===== src/rtl/scc_pkg.sv =====
`default_nettype none

package scc_pkg;

	// Store geometry
	localparam int MAX_WIDTH  = 64;
	localparam int MAX_HEIGHT = 64;
	localparam int MAX_KERNEL = 7;
	localparam int COEF_BITS  = 16;

	// Fixed field widths of the channels and registers
	localparam int KIND_W     = 2;
	localparam int COORD_W    = 6;
	localparam int PIX_W      = 8;
	localparam int TAP_W      = 3;
	localparam int COEF_IN_W  = 16;
	localparam int DIM_REG_W  = 7;
	localparam int KER_REG_W  = 3;
	localparam int STR_REG_W  = 7;
	localparam int CFG_IDX_W  = 3;
	localparam int CFG_DATA_W = 7;

	// Derived widths
	localparam int NUM_LANES  = 3;
	localparam int COL_W      = $clog2(MAX_WIDTH);
	localparam int ROW_W      = $clog2(MAX_HEIGHT);
	localparam int FS_DEPTH   = MAX_WIDTH * MAX_HEIGHT;
	localparam int FS_AW      = $clog2(FS_DEPTH);
	localparam int CS_DEPTH   = MAX_KERNEL * MAX_KERNEL;
	localparam int CS_AW      = $clog2(CS_DEPTH);
	localparam int KIDX_W     = $clog2(MAX_KERNEL);
	localparam int KD_W       = $clog2(MAX_KERNEL + 1);
	localparam int PROD_W     = PIX_W + 1 + COEF_BITS;
	localparam int ACC_W      = PROD_W + $clog2(CS_DEPTH);
	localparam int PIX_MAX    = 255;

	// Item kinds
	localparam logic [KIND_W-1:0] KIND_PIXEL   = 2'd0;
	localparam logic [KIND_W-1:0] KIND_COMPUTE = 2'd1;
	localparam logic [KIND_W-1:0] KIND_COEF    = 2'd2;

	// Register indexes
	localparam logic [CFG_IDX_W-1:0] REG_IMAGE_WIDTH   = 3'd0;
	localparam logic [CFG_IDX_W-1:0] REG_IMAGE_HEIGHT  = 3'd1;
	localparam logic [CFG_IDX_W-1:0] REG_KERNEL_WIDTH  = 3'd2;
	localparam logic [CFG_IDX_W-1:0] REG_KERNEL_HEIGHT = 3'd3;
	localparam logic [CFG_IDX_W-1:0] REG_STRIDE        = 3'd4;
	localparam logic [CFG_IDX_W-1:0] REG_COLOR_MODE    = 3'd5;

	typedef logic signed [COEF_BITS-1:0] coef_t;
	typedef logic signed [ACC_W-1:0]     acc_t;

	typedef struct packed {
		logic clear;
		logic tap_ok;
	} lane_ctrl_t;

	typedef struct packed {
		logic [PIX_W-1:0] red;
		logic [PIX_W-1:0] green;
		logic [PIX_W-1:0] blue;
		logic             oor;
	} pix_out_t;

	typedef enum logic [1:0] {
		ST_IDLE,
		ST_WALK,
		ST_DRAIN,
		ST_FINISH
	} st_t;

endpackage

`default_nettype wire


===== src/rtl/scc_merge.sv =====
`default_nettype none

module scc_merge (
	input  wire scc_pkg::acc_t acc [scc_pkg::NUM_LANES],
	input  wire logic          color_mode,
	input  wire logic          oor,
	output scc_pkg::pix_out_t  result
);

	function automatic logic [scc_pkg::PIX_W-1:0] clamp8(input scc_pkg::acc_t s);
		logic [scc_pkg::PIX_W-1:0] r;
		if (s < 0) begin
			r = '0;
		end else if (s > scc_pkg::ACC_W'(scc_pkg::PIX_MAX)) begin
			r = scc_pkg::PIX_W'(scc_pkg::PIX_MAX);
		end else begin
			r = s[scc_pkg::PIX_W-1:0];
		end
		return r;
	endfunction

	always_comb begin
		result = '0;
		if (oor) begin
			result.oor = 1'b1;
		end else begin
			result.red = clamp8(acc[0]);
			// Greyscale reports the red lane only
			if (color_mode) begin
				result.green = clamp8(acc[1]);
				result.blue  = clamp8(acc[2]);
			end
		end
	end

endmodule

`default_nettype wire


===== config.mk =====
export PLATFORM = sky130hd
export DESIGN_NAME = scc_merge
export DESIGN_NICKNAME = d
export VERILOG_FILES = /design/src/rtl/scc_pkg.sv /design/src/rtl/scc_merge.sv
export SDC_FILE = /design/constraint.sdc
export NUM_CORES = 1
export LEC_CHECK = 0
export BUFFER_PORTS_ARGS = -buffer_cell sky130_fd_sc_hd__buf_2
export CORE_ASPECT_RATIO = 1.1
export CORE_MARGIN = 3
export CORE_UTILIZATION = 23
export DETAILED_ROUTE_END_ITERATION = 6
export PLACE_DENSITY = 0.87
export SLEW_MARGIN = 20
export SYNTH_ARGS = -nofsm -noshare
export SYNTH_HDL_FRONTEND = slang
export SYNTH_SLANG_ARGS = --single-unit

===== constraint.sdc =====
create_clock -name vclk -period 1.1
set_clock_uncertainty 0.05 [all_clocks]
set_input_delay 0 -clock vclk [all_inputs]
set_output_delay 0 -clock vclk [all_outputs]
set_load 0.01 [all_outputs]

==> metrics.txt, run 1 <==
Register Area 0 sq um; mux contribution to synthesized area 0%; largest cells by area after synthesis a31oi_1 28%, nor4_1 18%, inv_1 17%; final setup fails 24; drt drc 0; Synth Cell Area 485 sq um; TNS Setup -2.57 ns; final std cells w/o fill 222; DP Wirelength 2400 microns; First DRT Iteration DRCs 4; Initial Utilization 25.8%; Slew Limit Fails 0; Worst Path Arrival 1.19 ns; Global Route Usage Sum 18.1%; Pleak 0.743 nW; crit path kind in -> out; Synth Area in Compound Gates 31.4%; first-pass GRT wire length 3950 microns; Relative slew margins 73.5%; Placed Cells 222; Slew @ Worst Pin 0.397 ns; period utilization 112%; Avg Cell Area, Syn 6.15 sq um; DR vias/cell 4.73; status complete, but fails checks; largest net degree at the start of global routing 9; Rows 16; Yosys top cell area share 28.4%; Max VDD drop 0.170 mV; Port Buffers 120; failing checks setup timing; Die Y 54.2 microns; final worst slack -0.135 ns; commonest cells after routing, fill and taps aside 115 x buf_2, 22 x inv_1, 19 x a31oi_1; Post-Syn Nets 174; die footprint 2700 sq um; utilization after layout 64.5%; initial antenna violation count 0; Top Ports 120; pre-CTS setup slack -0.161 ns; Final Critical Period 1.24 ns; layout sequential cell count 0; Hold Fails Final Rpt 0; main combinational cell family by area after synthesis simple AND/OR/NAND/NOR gates; Adder-Cell Fraction of Synth Area 0%; pwr/cell area 272 nW/um^2; Placer Congestion 0.719; Syn-to-layout area delta 150%; total wire length 2680 microns; max-cap violation count 0; routed len/inst 12.1 microns; Die X 49.8 microns; vias post-DR 1,051; Post-CTS Setup Inserts 0; Cell Area, Placed 1110 sq um; Synth cell types 12; post-route ant nets 0; Synthesis Warnings 0; worst min-delay path class in -> out; XOR/XNOR share of the synthesized area 0%; Simple-Gate Fraction of Synth Area 45.4%; CP startpoint kind primary input; RSZ-0062 raised after global routing yes; DRT Pass-1 Iters 4; post-cts hold buffer count 0; ANT cells 0; fmax 810 MHz; area leader, netlist a31oi_1; crit-path max FO 8; most common cell after layout, fill and taps aside buf_2; crit path capture type output pin; core box area 1880 sq um; post-route cell area 1210 sq um; Data required, critical path 1.05 ns; fin nets 292; clkbuf count 0; Overflow after GRT 0; layout cells sized above 1 69.2%; Seq/Total Area, Yosys 0%; Mapped Cells 79; vias in the first global route 959
cell type report:
| cell class | instances | area, sq um |
|---|---|---|
| timing repair buffer | 123 | 658 |
| tap | 27 | 33.8 |
| multi-input combinational | 50 | 439 |
| fill | 206 | 668 |
| inverter | 22 | 82.6 |
synthesized netlist by cell type:
| cell type | count |
|---|---|
| a31oi_1 | 22 |
| inv_1 | 22 |
| nor4_1 | 14 |
| clkbuf_1 | 4 |
| and4_1 | 3 |
| nor3_4 | 3 |
| or4_4 | 3 |
| a211oi_1 | 2 |
| buf_1 | 2 |
| or3b_1 | 2 |
| buf_4 | 1 |
| or2_2 | 1 |
cells by family after synthesis:
kind of cell,count (synthesis)
AOI/OAI and AO/OA,24
buffers and inverters,29
and+or+nand+nor,26
worst max-delay path: stages:
cell and delay (ns):
buf_6 0.09, or4_4 0.54, nor3_4 0.27, a31oi_1 0.13
buf_2 0.16
path summary, 6_finish.rpt:
kind	depth (start not counted)	slack, ns	to	start
max	5	-0.14	result[6]	acc[21]
min	2	0.22	result[0]	oor
layer usage:
| metal | GRT usage, % | wire length [microns] | vias to the layer above |
|---|---|---|---|
| met1 | 18.2 | 893 | 450 |
| li1 | - | - | 534 |
| met3 | 2.22 | 257 | 4 |
| met4 | 3.23 | 42 | 0 |
| met5 | 0 | 0 | - |
| met2 | 39.4 | 1490 | 63 |
power breakdown:
part / leakage (nW) / total [mW] / internal, mW / switching (mW)
combinational: 0.743 / 0.330 / 0.189 / 0.141
clock: 0 / 0 / 0 / 0
sequential: 0 / 0 / 0 / 0
total: 0.743 / 0.330 / 0.189 / 0.141
timing repair:
action,in CTS,in global routing
pin swaps,18,5
setup endpoints to repair,24,24
gates resized for setup,8,6
cloned,0,0
hold endpoints to repair,0,0
stage by stage:
| step | power (mW) | hold WS (ns) |
|---|---|---|
| finish | 0.330 | 0.219 |
| global route | 0.364 | 0.231 |
| CTS | 0.321 | 0.221 |
| detailed placement | 0.305 | 0.221 |
| global placement | 0.298 | 0.212 |
| floorplan | 0.0900 | -0.00367 |
Note: power is estimated with default switching activity, not from simulation.
==> run 2, diff against run 1 <==
- BUFFER_PORTS_ARGS: -buffer_cell sky130_fd_sc_hd__buf_2 -> not set
- CAP_MARGIN: not set -> 20
- CORE_AREA: not set -> 3 3 45 47
- CORE_ASPECT_RATIO: 1.1 -> not set
- CORE_MARGIN: 3 -> not set
- CORE_UTILIZATION: 23 -> not set
- DIE_AREA: not set -> 0 0 48 50
- DONT_BUFFER_PORTS: not set -> 1
- PLACE_DENSITY: 0.87 -> 0.44
==> metrics.txt, run 2 (synthesized netlist as in run 1, its figures left out) <==
status finished clean; Global Route Usage Sum 11.6%; Initial Utilization 28.7%; fin nets 172; Die Y 50 microns; Top Ports 120; worst min-delay path class in -> out; Hold Fails Final Rpt 0; Placer Congestion 0.699; Seq pwr share 0%; Syn-to-layout area delta 11.3%; Cell Area, Placed 477 sq um; Die X 48 microns; total wire length 1840 microns; layout cells sized above 1 18.7%; die footprint 2400 sq um; crit-path max FO 8; CP startpoint kind primary input; Comb pwr share 100.0%; fillers 180; core box area 1690 sq um; Pleak 0.232 nW; critical path, cell by cell or4_4, nor3_4, buf_6, a31oi_1; Register Area 0 sq um; Port Buffers 0; initial antenna violation count 0; crit path capture type output pin; pwr/cell area 195 nW/um^2; crit-path max cell delay 0.53 ns; post-route cell area 541 sq um; Slew Limit Fails 0; drt drc 0; crit path kind in -> out; Overflow after GRT 0; vias in the first global route 563; max-cap violation count 0; DP Wirelength 1600 microns; Data required, critical path 1.05 ns; layout sequential cell count 0; Net Sw Frac 61.0%; First DRT Iteration DRCs 1; final std cells w/o fill 92; utilization after layout 32.0%; fmax 930 MHz; vias post-DR 631; Relative slew margins 71.4%; Final Critical Period 1.08 ns; DRT Pass-1 Iters 3; final setup fails 0; CP Buf/Inv Count 1; pre-CTS setup slack 0.0213 ns; most common cell after layout, fill and taps aside inv_1; clock share of power 0%; internal power 41.1 uW; largest net degree at the start of global routing 9; Final Power 106 uW; post-route ant nets 0; Rows 15; period utilization 97.8%; routed len/inst 20.0 microns; Top delay family on crit path simple AND/OR/NAND/NOR gates; clkbuf count 0; DR vias/cell 6.86; Slowest-stage cell, CP or4_4; first-pass GRT wire length 2180 microns; ANT cells 0; Max VDD drop 0.0714 mV; commonest cells after routing, fill and taps aside 22 x inv_1, 18 x a31oi_1, 13 x nor4_1; final worst slack 0.0244 ns; footprint of the multi-input gates 404 sq um; Psw 64.4 uW; Slew @ Worst Pin 0.426 ns; Placed Cells 89; Hold WS 0.00219 ns; TNS Setup 0 ns; Worst Path Arrival 1.03 ns
run 2: worst paths after layout:
check	start	depth (start not counted)	to	slack (ns)
max	acc[52]	4	result[16]	0.02
min	oor	1	result[17]	0.002
run 2: layer usage:
metal	routed length [microns]	GRT usage, %
met5	0	0
met2	1040	24.4
met1	631	12.3
met3	170	0
met4	0	0
run 2: repair_timing:
action | CTS | global route
buffers inserted | 0 | 2
gates resized for setup | 0 | 7
hold endpoints to repair | 1 | 0
setup endpoints to repair | 0 | 15
hold buffers | 1 | 0
run 2: cell type report:
| type | count | share of cell area [%] |
|---|---|---|
| Inverter | 22 | 15.3 |
| Multi-Input combinational cell | 50 | 74.8 |
| Tap cell | 17 | 3.94 |
| Timing Repair Buffer | 3 | 6.02 |
run 2: power groups by stage:
stage / clock (mW) / sequential [mW] / combinational (mW)
after global routing: 0 / 0 / 0.117
after detailed placement: 0 / 0 / 0.0946
after floorplan: 0 / 0 / 0.0900
final: 0 / 0 / 0.106
after global placement: 0 / 0 / 0.0930
after CTS: 0 / 0 / 0.0989
