### config.mk
export PLATFORM = sky130hd
export DESIGN_NAME = scc_mac_lane
export DESIGN_NICKNAME = d
export VERILOG_FILES = /design/src/rtl/scc_pkg.sv /design/src/rtl/scc_mac_lane.sv
export SDC_FILE = /design/constraint.sdc
export NUM_CORES = 1
export LEC_CHECK = 0
export BUFFER_PORTS_ARGS = -buffer_cell sky130_fd_sc_hd__buf_4
export CAP_MARGIN = 5
export CORE_MARGIN = 2
export CORE_UTILIZATION = 55
export DETAILED_ROUTE_END_ITERATION = 12
export PLACE_DENSITY = 0.72
export SETUP_SLACK_MARGIN = 0.15
export SYNTH_ARGS = -nofsm -noshare
export SYNTH_HDL_FRONTEND = slang
export SYNTH_SLANG_ARGS = --single-unit
### constraint.sdc
create_clock -name clk -period 15 [get_ports clk]
set_input_delay 3.75 -clock clk [delete_from_list [all_inputs] [get_ports clk]]
set_output_delay 3.75 -clock clk [all_outputs]
set_load 0.1 [all_outputs]
### src/rtl/scc_pkg.sv
`default_nettype none

package scc_pkg;

	// Store geometry
	localparam int MAX_WIDTH  = 64;
	localparam int MAX_HEIGHT = 64;
	localparam int MAX_KERNEL = 7;
	localparam int COEF_BITS  = 16;

	// Fixed field widths of the channels and registers
	localparam int KIND_W     = 2;
	localparam int COORD_W    = 6;
	localparam int PIX_W      = 8;
	localparam int TAP_W      = 3;
	localparam int COEF_IN_W  = 16;
	localparam int DIM_REG_W  = 7;
	localparam int KER_REG_W  = 3;
	localparam int STR_REG_W  = 7;
	localparam int CFG_IDX_W  = 3;
	localparam int CFG_DATA_W = 7;

	// Derived widths
	localparam int NUM_LANES  = 3;
	localparam int COL_W      = $clog2(MAX_WIDTH);
	localparam int ROW_W      = $clog2(MAX_HEIGHT);
	localparam int FS_DEPTH   = MAX_WIDTH * MAX_HEIGHT;
	localparam int FS_AW      = $clog2(FS_DEPTH);
	localparam int CS_DEPTH   = MAX_KERNEL * MAX_KERNEL;
	localparam int CS_AW      = $clog2(CS_DEPTH);
	localparam int KIDX_W     = $clog2(MAX_KERNEL);
	localparam int KD_W       = $clog2(MAX_KERNEL + 1);
	localparam int PROD_W     = PIX_W + 1 + COEF_BITS;
	localparam int ACC_W      = PROD_W + $clog2(CS_DEPTH);
	localparam int PIX_MAX    = 255;

	// Item kinds
	localparam logic [KIND_W-1:0] KIND_PIXEL   = 2'd0;
	localparam logic [KIND_W-1:0] KIND_COMPUTE = 2'd1;
	localparam logic [KIND_W-1:0] KIND_COEF    = 2'd2;

	// Register indexes
	localparam logic [CFG_IDX_W-1:0] REG_IMAGE_WIDTH   = 3'd0;
	localparam logic [CFG_IDX_W-1:0] REG_IMAGE_HEIGHT  = 3'd1;
	localparam logic [CFG_IDX_W-1:0] REG_KERNEL_WIDTH  = 3'd2;
	localparam logic [CFG_IDX_W-1:0] REG_KERNEL_HEIGHT = 3'd3;
	localparam logic [CFG_IDX_W-1:0] REG_STRIDE        = 3'd4;
	localparam logic [CFG_IDX_W-1:0] REG_COLOR_MODE    = 3'd5;

	typedef logic signed [COEF_BITS-1:0] coef_t;
	typedef logic signed [ACC_W-1:0]     acc_t;

	typedef struct packed {
		logic clear;
		logic tap_ok;
	} lane_ctrl_t;

	typedef struct packed {
		logic [PIX_W-1:0] red;
		logic [PIX_W-1:0] green;
		logic [PIX_W-1:0] blue;
		logic             oor;
	} pix_out_t;

	typedef enum logic [1:0] {
		ST_IDLE,
		ST_WALK,
		ST_DRAIN,
		ST_FINISH
	} st_t;

endpackage

`default_nettype wire

### src/rtl/scc_mac_lane.sv
`default_nettype none

module scc_mac_lane (
	input  wire logic                       clk,
	input  wire scc_pkg::lane_ctrl_t        ctrl,
	input  wire logic [scc_pkg::PIX_W-1:0]  pix,
	input  wire scc_pkg::coef_t             coef,
	output scc_pkg::acc_t                   acc
);

	logic signed [scc_pkg::PROD_W-1:0] prod_s2;
	scc_pkg::acc_t                     acc_q;

	// Multiply one tap, then fold the registered product into the sum
	always_ff @(posedge clk) begin
		if (ctrl.tap_ok) begin
			prod_s2 <= scc_pkg::PROD_W'($signed({1'b0, pix}) * coef);
		end else begin
			prod_s2 <= '0;
		end
		if (ctrl.clear) begin
			acc_q <= '0;
		end else begin
			acc_q <= acc_q + scc_pkg::ACC_W'(prod_s2);
		end
	end

	assign acc = acc_q;

endmodule

`default_nettype wire

==> results of run 1 <==
## registers in the layout (all words and copies together), names as in the netlist
name,cells
acc,31
prod_s2,25
## layout by cell type (no fill, tap or decap), types with 5 or more instances in the layout
master and instances:
mux2i_1 7, xor2_1 7, inv_1 165, nor2_1 50
nand4_1 7, xnor2_1 18, buf_4 57, a21oi_1 56
or3_1 6, o211ai_1 9, o21a_1 12, nand3_1 14
a21o_1 9, o21ai_1 9, nor3_1 25, fa_1 103
nand2_1 105, o21ai_0 27, dfxtp_1 56, ha_1 80
nor2b_1 11, nand2b_1 11, and2_1 85, a211oi_1 6
clkbuf_16 5
## path summary, 6_finish.rpt
check	end	slack (ns)	cells past startpoint
setup / recovery	prod_s2[24]$_SDFF_PN0_	6.84	17
hold / removal	acc[0]$_SDFF_PP0_	0.56	2
setup reg to reg	acc[20]$_SDFF_PP0_	12.29	9
hold reg to reg	acc[0]$_SDFF_PP0_	0.56	2
## cell type report
cell class | count | area (µm²)
Fill cell | 1328 | 5680
Timing Repair Buffer | 57 | 428
Clock inverter | 3 | 27.5
Multi-Input combinational cell | 729 | 6250
Clock buffer | 5 | 125
Sequential cell | 56 | 1120
Inverter | 165 | 619
Tap cell | 184 | 230
## kinds of logic after synthesis
logic type                 synth area share
and+or+nand+nor                       0.207
buffers and inverters                0.0912
adders and majority gates             0.378
AOI/OAI and AO/OA                     0.145
DFF                                   0.138
xor gates and xnor gates             0.0270
muxes                                0.0142
## per-layer routing
layer / share of wire / vias up / wire length, µm / global-route usage
met1: 0.50 / 3034 / 8660 / 0.329
li1: - / 3271 / - / -
met3: 0.028 / 19 / 490 / 0.0188
met5: 0 / - / 0 / 0
met2: 0.45 / 121 / 7810 / 0.363
met4: 0.017 / 0 / 291 / 0.0634
## power breakdown
part	switching, mW	internal [mW]
logic	0.924	0.521
registers	0.0339	0.211
clock network	0.0588	0.0635
total	1.02	0.796
## critical path: stages
cell and delay [ns]:
buf_4 0.17, and2_1 0.19, fa_1 0.60, inv_1 0.15, fa_1 0.55, inv_1 0.04
fa_1 0.47, inv_1 0.05, fa_1 0.53, inv_1 0.04, ha_1 0.40, and4_1 0.33
and3_1 0.21, nand2_1 0.11, nor4_1 0.46, o21ai_0 0.20, a21oi_1 0.14
## stage by stage
stage / std cells / power, mW / hold WS, ns
6_report: 1199 / 1.81 / 0.563
5_1_grt: 1199 / 2.00 / 0.597
4_1_cts: 1199 / 1.81 / 0.574
3_5_place_dp: 1191 / 1.69 / 0.550
3_3_place_gp: 1191 / 1.67 / 0.539
2_1_floorplan: 980 / 1.41 / 0.524
==> qor.yml, run 1 <==
synth_nets: 1190
root_buffer: "clkbuf_16"
async_flop_share: 0
rsz0062_at_grt: "no"
setup_violations: 0
drt_first_iter_violations: 442
cts_resized: 0
netlist_area_um2: 8110
dr_total_vias: 6445
syn_inst: 980
post_cts_buffers: 0
first_pass_iters: 5
worstReg2RegStart: "acc[0]$_SDFF_PP0_"
die_w_um: 125
slew_headroom: 0.611
crit_type: "input pin to register"
wl_per_cell_um: 14.4
core_area_um2: 14500
postRouteAntennaNets: 0
grt_pass1_wl_um: 29500
max_freq_mhz: 122
wl_um: 17300
layout_setup_ws_ns: 6.84
cp-start-kind: "input pin"
die-area_um2: 15700
clockBufferDepth: 2
row_count: 44
ys_types: 63
hp-class: "register to register"
die_h_um: 125
arrival_ns: 8.40
crit_start: "pix[2]"
grt_usage: 0.226
dp_hpwl_um: 14400
endpoint_kind: "register"
yosys_register_bits: 56
cts-buffers-inserted: 5
yosysMostFrequentCell: "inv_1"
grt_pass1_vias: 6263
dp_slack_ns: 6.56
diodes: 0
layout-drive-gt1-share: 0.0749
fin_util: 0.608
vdd_ir_drop_max_mv: 0.108
maxCapViolCount: 0
synth_ff_type: "dfxtp_1"
synth_edf_count: 0
design_area_um2: 8800
worstPathRequired_ns: 15.23
pin_count: 58
min_from: "prod_s2[0]$_SDFF_PN0_"
grt_antenna_before_repair: 0
synth_top_area_share: 0.254
yosys_warnings: 0
clock_sinks: 56
cp_max_fo: 16
htree_levels: 2
tightest_slew_ns: 0.576
skew_ns: 0.0112
yosys-top-cells-count: "inv_1 (165), nand2_1 (105), fa_1 (103), and2_1 (85), ha_1 (80)"
fin_nets: 1224
fin_tns_setup_ns: 0
cts_tree: "built"
place.gp.congestion: 0.903
area_growth_pct: 8.52
maxSlewViolCount: 0
syn-mean-instance-area_um2: 8.28
synth_area_leaders: "fa_1 (25%), dfxtp_1 (14%), ha_1 (12%)"
clkSlewWorstSetupHoldPaths_ns: 0.07
yosysSeqAreaShare: 0.138
start_util: 0.560
postCtsHoldBufs: 0
status: "finished clean"
fin_crit_sh: 0.544
clk_latency_ns: 0.31
min_period_ns: 8.16
port_buffers: 57
p_leak_nw: 4.33
yosys.area.top_type: "fa_1"
grt_max_degree: 45
vias_per_cell: 5.38
grt_overflow: 0
power_density_nw_per_um2: 206
dpl_cell_area_um2: 8650
drc: 0
final_hold_viol_count: 0
(Power assumes the default switching activity.)
==> inputs of run 2 (changes only) <==
PLACE_DENSITY = 0.75   (was 0.72)
clock period = 6.6 ns   (was 15 ns; I/O delays follow)
==> run 2 against run 1 <==
Effect of this change: routed wire length down 0.30%; count of clock-buffer cells in the layout unchanged; setup slack worse by 6.1 ns; cell count unchanged; total power up 130%; register-to-register slack worse by 8.4 ns; die area unchanged; final area unchanged; critical endpoint unchanged; clock skew down 0.0041 ns; sequential power up 130%.
==> qor.yml, run 2 (synthesis gave the netlist of run 1 again) <==
layout_setup_ws_ns: 0.731  # -6.11 ns
cts_tree: "built"
hold_depth: 2  # unchanged
fin_util: 0.608  # unchanged
root_buffer: "clkbuf_16"
drc: 0  # unchanged
power_mw: 4.11  # +130%
dp.cells: 1191  # unchanged
clockBufferDepth: 2  # unchanged
clk_latency_ns: 0.30  # about the same
power_density_nw_per_um2: 467  # +130%
vdd_ir_drop_max_mv: 0.222  # +110%
vias_per_cell: 5.49  # +2.2%
grt_max_degree: 45  # unchanged
met2_usage: 0.365  # +0.00127
endpoint_kind: "register"
crit_path_top_delay_cell: "fa_1"
final_hold_viol_count: 0  # unchanged
design_area_um2: 8800  # unchanged
multi_input_area_um2: 6250  # unchanged
layout.cells.most_common_list: "inv_1 (165), nand2_1 (105), fa_1 (103)"
grt_pass1_wl_um: 30000  # +1.6%
hp-class: "register to register"
min_period_ns: 5.87
max_freq_mhz: 170
postRouteAntennaNets: 0  # unchanged
diodes: 0  # unchanged
port_buffers: 57  # unchanged
start_util: 0.560  # unchanged
crit_type: "input pin to register"
die_h_um: 125  # unchanged
maxCapViolCount: 0  # unchanged
row_count: 44  # unchanged
wl_per_cell_um: 14.3  # -0.30%
wl_um: 17200  # -0.30%
min_to: "acc[0]$_SDFF_PP0_"
p_leak_nw: 4.33  # unchanged
layout-drive-gt1-share: 0.0749  # unchanged
status: "finished clean"
fin_tns_setup_ns: 0  # unchanged
busiest_layer: "met2"
skew_ns: 0.00712  # -0.00410 ns
grt_antenna_before_repair: 0  # unchanged
first_pass_iters: 5  # unchanged
fin_cells: 1199  # unchanged
pin_count: 58  # unchanged
rrSetupSlack_ns: 3.89  # -8.40 ns
die_w_um: 125  # unchanged
place.gp.congestion: 0.862  # -4.5%
dr_total_vias: 6588  # +2.2%
clockPowerShare: 0.067  # about the same
area_growth_pct: 8.52  # unchanged
dp_hpwl_um: 14300  # -1.1%
met1_usage: 0.324  # -0.00470
max_stage_delay_ns: 0.56  # -0.04 ns
comb_power_share: 0.797  # about the same
cts-buffers-inserted: 5  # unchanged
cts_resized: 0  # unchanged
postCtsHoldBufs: 0  # unchanged
seq_area_um2: 1120  # unchanged
holdWs_ns: 0.568  # +0.00474 ns
grt_usage: 0.225  # -0.000972
grt_overflow: 0  # unchanged
core_area_um2: 14500  # unchanged
p_sw_frac: 0.560  # about the same
slew_headroom: 0.600  # -0.0111
path_cells: "buf_4 > and2_1 > fa_1 > inv_1 > fa_1 > inv_1 > fa_1 > inv_1 > fa_1 > inv_1 > ha_1 > and4_1 > and3_1 > nand2_1 > nor4_1 > or3_1 > a21oi_1"
setup_violations: 0  # unchanged
drt_first_iter_violations: 448  # +1.4%
use_met3: 0.0235  # +0.00471
clkSlewWorstSetupHoldPaths_ns: 0.07  # about the same
tightest_slew_ns: 0.599  # +0.0230 ns
fin_crit_sh: 0.889
clock_sinks: 56  # unchanged
maxSlewViolCount: 0  # unchanged
rr_worst_depth: 9  # unchanged
dpl_cell_area_um2: 8650  # unchanged
dp_slack_ns: 0.366  # -6.20 ns
fin_nets: 1224  # unchanged
post_cts_buffers: 0  # unchanged
largest_reg_flops: 31  # unchanged
htree_levels: 2  # unchanged
p_sw_mw: 2.30  # +130%
internal_power_mw: 1.81  # +130%
p_seq_frac: 0.136  # about the same
fill_cells: 1324  # -0.30%
final_common_cell: "inv_1"
grt_pass1_vias: 6459  # +3.1%
rsz0062_at_grt: "no"
min_from: "prod_s2[0]$_SDFF_PN0_"
cp-start-kind: "input pin"
worstReg2RegStart: "acc[0]$_SDFF_PP0_"
arrival_ns: 6.04  # -2.36 ns
cp_max_fo: 16  # unchanged
worstReg2RegEnd: "acc[20]$_SDFF_PP0_"
die-area_um2: 15700  # unchanged
worstPathRequired_ns: 6.77  # -8.46 ns
==> run 2: worst max path at each step <==
stage / startpoint / to / slack (ns) / depth (start not counted)
3_5_place_dp: pix[1] / prod_s2[24]$_SDFF_PN0_ / 0.37 / 17
6_report: pix[1] / prod_s2[24]$_SDFF_PN0_ / 0.73 / 17
3_3_place_gp: pix[1] / prod_s2[24]$_SDFF_PN0_ / 0.40 / 17
5_1_grt: pix[1] / prod_s2[22]$_SDFF_PN0_ / 0.45 / 17
4_1_cts: pix[1] / prod_s2[24]$_SDFF_PN0_ / 0.69 / 17
2_1_floorplan: pix[3] / prod_s2[24]$_SDFF_PN0_ / 0.84 / 18
==> run 2: layer usage <==
metal  up-vias  routed length [µm]
met4         0                 351
met3        28                 747
li1       3279                   -
met1      3107                8300
met5         -                   0
met2       174                7800
==> run 2: power groups by stage <==
stage | combinational (mW) | sequential (mW) | clock [mW]
after floorplan | 2.16 | 1.04 | 0
final | 3.28 | 0.557 | 0.276
after detailed placement | 3.26 | 0.564 | 0
after global routing | 3.68 | 0.569 | 0.296
after global placement | 3.21 | 0.564 | 0
after CTS | 3.27 | 0.557 | 0.283
==> run 2: cell type report <==
| class | count | area share |
|---|---|---|
| inverter | 165 | 0.0704 |
| sequential | 56 | 0.127 |
| clock inverter | 3 | 0.00313 |
| timing repair buffer | 57 | 0.0486 |
| tap | 184 | 0.0262 |
| clock buffer | 5 | 0.0142 |
| multi-input combinational | 729 | 0.710 |
==> run 2: critical path: cells and delay by family <==
family	cells	cell delay (ns)
buffers and inverters	5	0.46
AO/OA/AOI/OAI	1	0.06
AND/OR/NAND/NOR	6	1.37
adder cells (fa/ha/maj)	5	2.50
==> inputs of run 3 (changes only) <==
PLACE_DENSITY = 0.72   (was 0.75)
SETUP_SLACK_MARGIN = 0.4   (was 0.15)
clock period = 7.6 ns   (was 6.6 ns; I/O delays follow)
==> run 3 against run 2 <==
Effect of this change: via count shrank 1.3%; sequential power shrank 13%; setup slack gained 0.58 ns; routed wire length grew 1.1%; global-route usage shrank 0.10 points; first-iteration DRC count shrank 7.8%; sequential cell count is the same; clock skew shrank 0.0032 ns; utilization is essentially flat; clock power shrank 15%; final area is essentially flat; critical endpoint unchanged.
==> qor.yml, run 3 (synthesis gave the netlist of run 1 again) <==
postCtsHoldBufs: 0  # unchanged
die_w_um: 125  # unchanged
post_cts_buffers: 0  # unchanged
diodes: 0  # unchanged
power_mw: 3.58  # -13%
crit_type: "input pin to register"
endpoint_kind: "register"
tightest_slew_ns: 0.588  # -0.0114 ns
p_leak_nw: 4.33  # about the same
setup_violations: 0  # unchanged
worstReg2RegStart: "acc[0]$_SDFF_PP0_"
min_from: "prod_s2[0]$_SDFF_PN0_"
wl_per_cell_um: 14.5  # +1.1%
die_h_um: 125  # unchanged
fin_tns_setup_ns: 0  # unchanged
layout-drive-gt1-share: 0.0749  # unchanged
place.gp.congestion: 0.905  # +5.0%
cts_tree: "built"
maxCapViolCount: 0  # unchanged
final_hold_viol_count: 0  # unchanged
final_common_cell: "inv_1"
cp-start-kind: "input pin"
vdd_ir_drop_max_mv: 0.169  # -24%
fin_nets: 1224  # unchanged
grt_overflow: 0  # unchanged
worstPathRequired_ns: 7.83  # +1.06 ns
hp-class: "register to register"
area_growth_pct: 8.49  # about the same
min_to: "acc[0]$_SDFF_PP0_"
clk_latency_ns: 0.30  # about the same
fin_util: 0.608  # about the same
fin_cells: 1199  # unchanged
arrival_ns: 6.51  # +0.47 ns
holdWs_ns: 0.564  # -0.00330 ns
fin_crit_sh: 0.827
slew_headroom: 0.606  # +0.00576
htree_levels: 2  # unchanged
design_area_um2: 8800  # about the same
cts-buffers-inserted: 5  # unchanged
dp_hpwl_um: 14600  # +2.5%
pin_count: 58  # unchanged
min_period_ns: 6.29
clkSlewWorstSetupHoldPaths_ns: 0.07  # about the same
grt_antenna_before_repair: 0  # unchanged
grt_max_degree: 45  # unchanged
port_buffers: 57  # unchanged
drt_first_iter_violations: 413  # -7.8%
postRouteAntennaNets: 0  # unchanged
rr_worst_depth: 9  # unchanged
dpl_cell_area_um2: 8650  # unchanged
cts_resized: 0  # unchanged
dp.cells: 1191  # unchanged
max_freq_mhz: 159
grt_usage: 0.224  # -0.00104
largest_reg_flops: 31  # unchanged
wl_um: 17400  # +1.1%
rrSetupSlack_ns: 4.89  # +1.00 ns
vias_per_cell: 5.42  # -1.3%
first_pass_iters: 5  # unchanged
skew_ns: 0.00389  # -0.00323 ns
layout_setup_ws_ns: 1.31  # +0.582 ns
power_density_nw_per_um2: 407  # -13%
core_area_um2: 14500  # unchanged
hold_depth: 2  # unchanged
start_util: 0.560  # unchanged
root_buffer: "clkbuf_16"
maxSlewViolCount: 0  # unchanged
grt_pass1_vias: 6370  # -1.4%
dr_total_vias: 6504  # -1.3%
clockBufferDepth: 2  # unchanged
drc: 0  # unchanged
rsz0062_at_grt: "no"
clock_sinks: 56  # unchanged
cp_max_fo: 16  # unchanged
row_count: 44  # unchanged
worstReg2RegEnd: "acc[20]$_SDFF_PP0_"
grt_pass1_wl_um: 29700  # -0.94%
die-area_um2: 15700  # unchanged
status: "finished clean"
layout.cells.most_common_list: "inv_1 (165), nand2_1 (105), fa_1 (103)"
dp_slack_ns: 1.02  # +0.657 ns
## run 3: cell types whose count changed in the layout (fill, tap and decap cells not counted), sizes merged
cell,change
clkinvlp,-1
inv,+1
## run 3: critical path, cell delays in order
cell     delay (ns)
buf_4          0.17
and2_1         0.21
fa_1           0.58
inv_1          0.15
fa_1           0.55
inv_1          0.04
fa_1           0.47
inv_1          0.05
fa_1           0.53
inv_1          0.04
ha_1           0.41
and4_1         0.35
and3_1         0.22
nand2_1        0.11
nor4_1         0.41
o21ai_0        0.17
a21oi_1        0.15
## run 3: layout make-up
type	count	area (µm²)
Inverter	165	619
Sequential cell	56	1120
Timing Repair Buffer	57	428
Multi-Input combinational cell	729	6250
Tap cell	184	230
Clock inverter	3	25.0
Clock buffer	5	125
Fill cell	1280	5680
## run 3: report_power, final
part           internal [mW]  switching (mW)  total, mW
sequential             0.416          0.0663      0.483
combinational           1.03            1.83       2.86
clock                  0.125           0.110      0.235
total                   1.57            2.01       3.58
## run 3: worst max path at each step
stage,startpoint,endpoint,slack (ns),depth (start not counted)
6_report,pix[1],prod_s2[24]$_SDFF_PN0_,1.31,17
5_1_grt,pix[0],prod_s2[22]$_SDFF_PN0_,1.03,18
4_1_cts,pix[1],prod_s2[24]$_SDFF_PN0_,1.33,17
3_5_place_dp,pix[1],prod_s2[24]$_SDFF_PN0_,1.02,17
3_3_place_gp,pix[1],prod_s2[24]$_SDFF_PN0_,1.05,17
2_1_floorplan,pix[3],prod_s2[24]$_SDFF_PN0_,1.59,18
## run 3: per-layer routing
metal	track usage	vias to the layer above	wire length [µm]
li1	-	3270	-
met1	0.326	3040	8480
met2	0.368	168	8000
met3	0.0163	26	611
met4	0.0516	0	298
met5	0	-	0
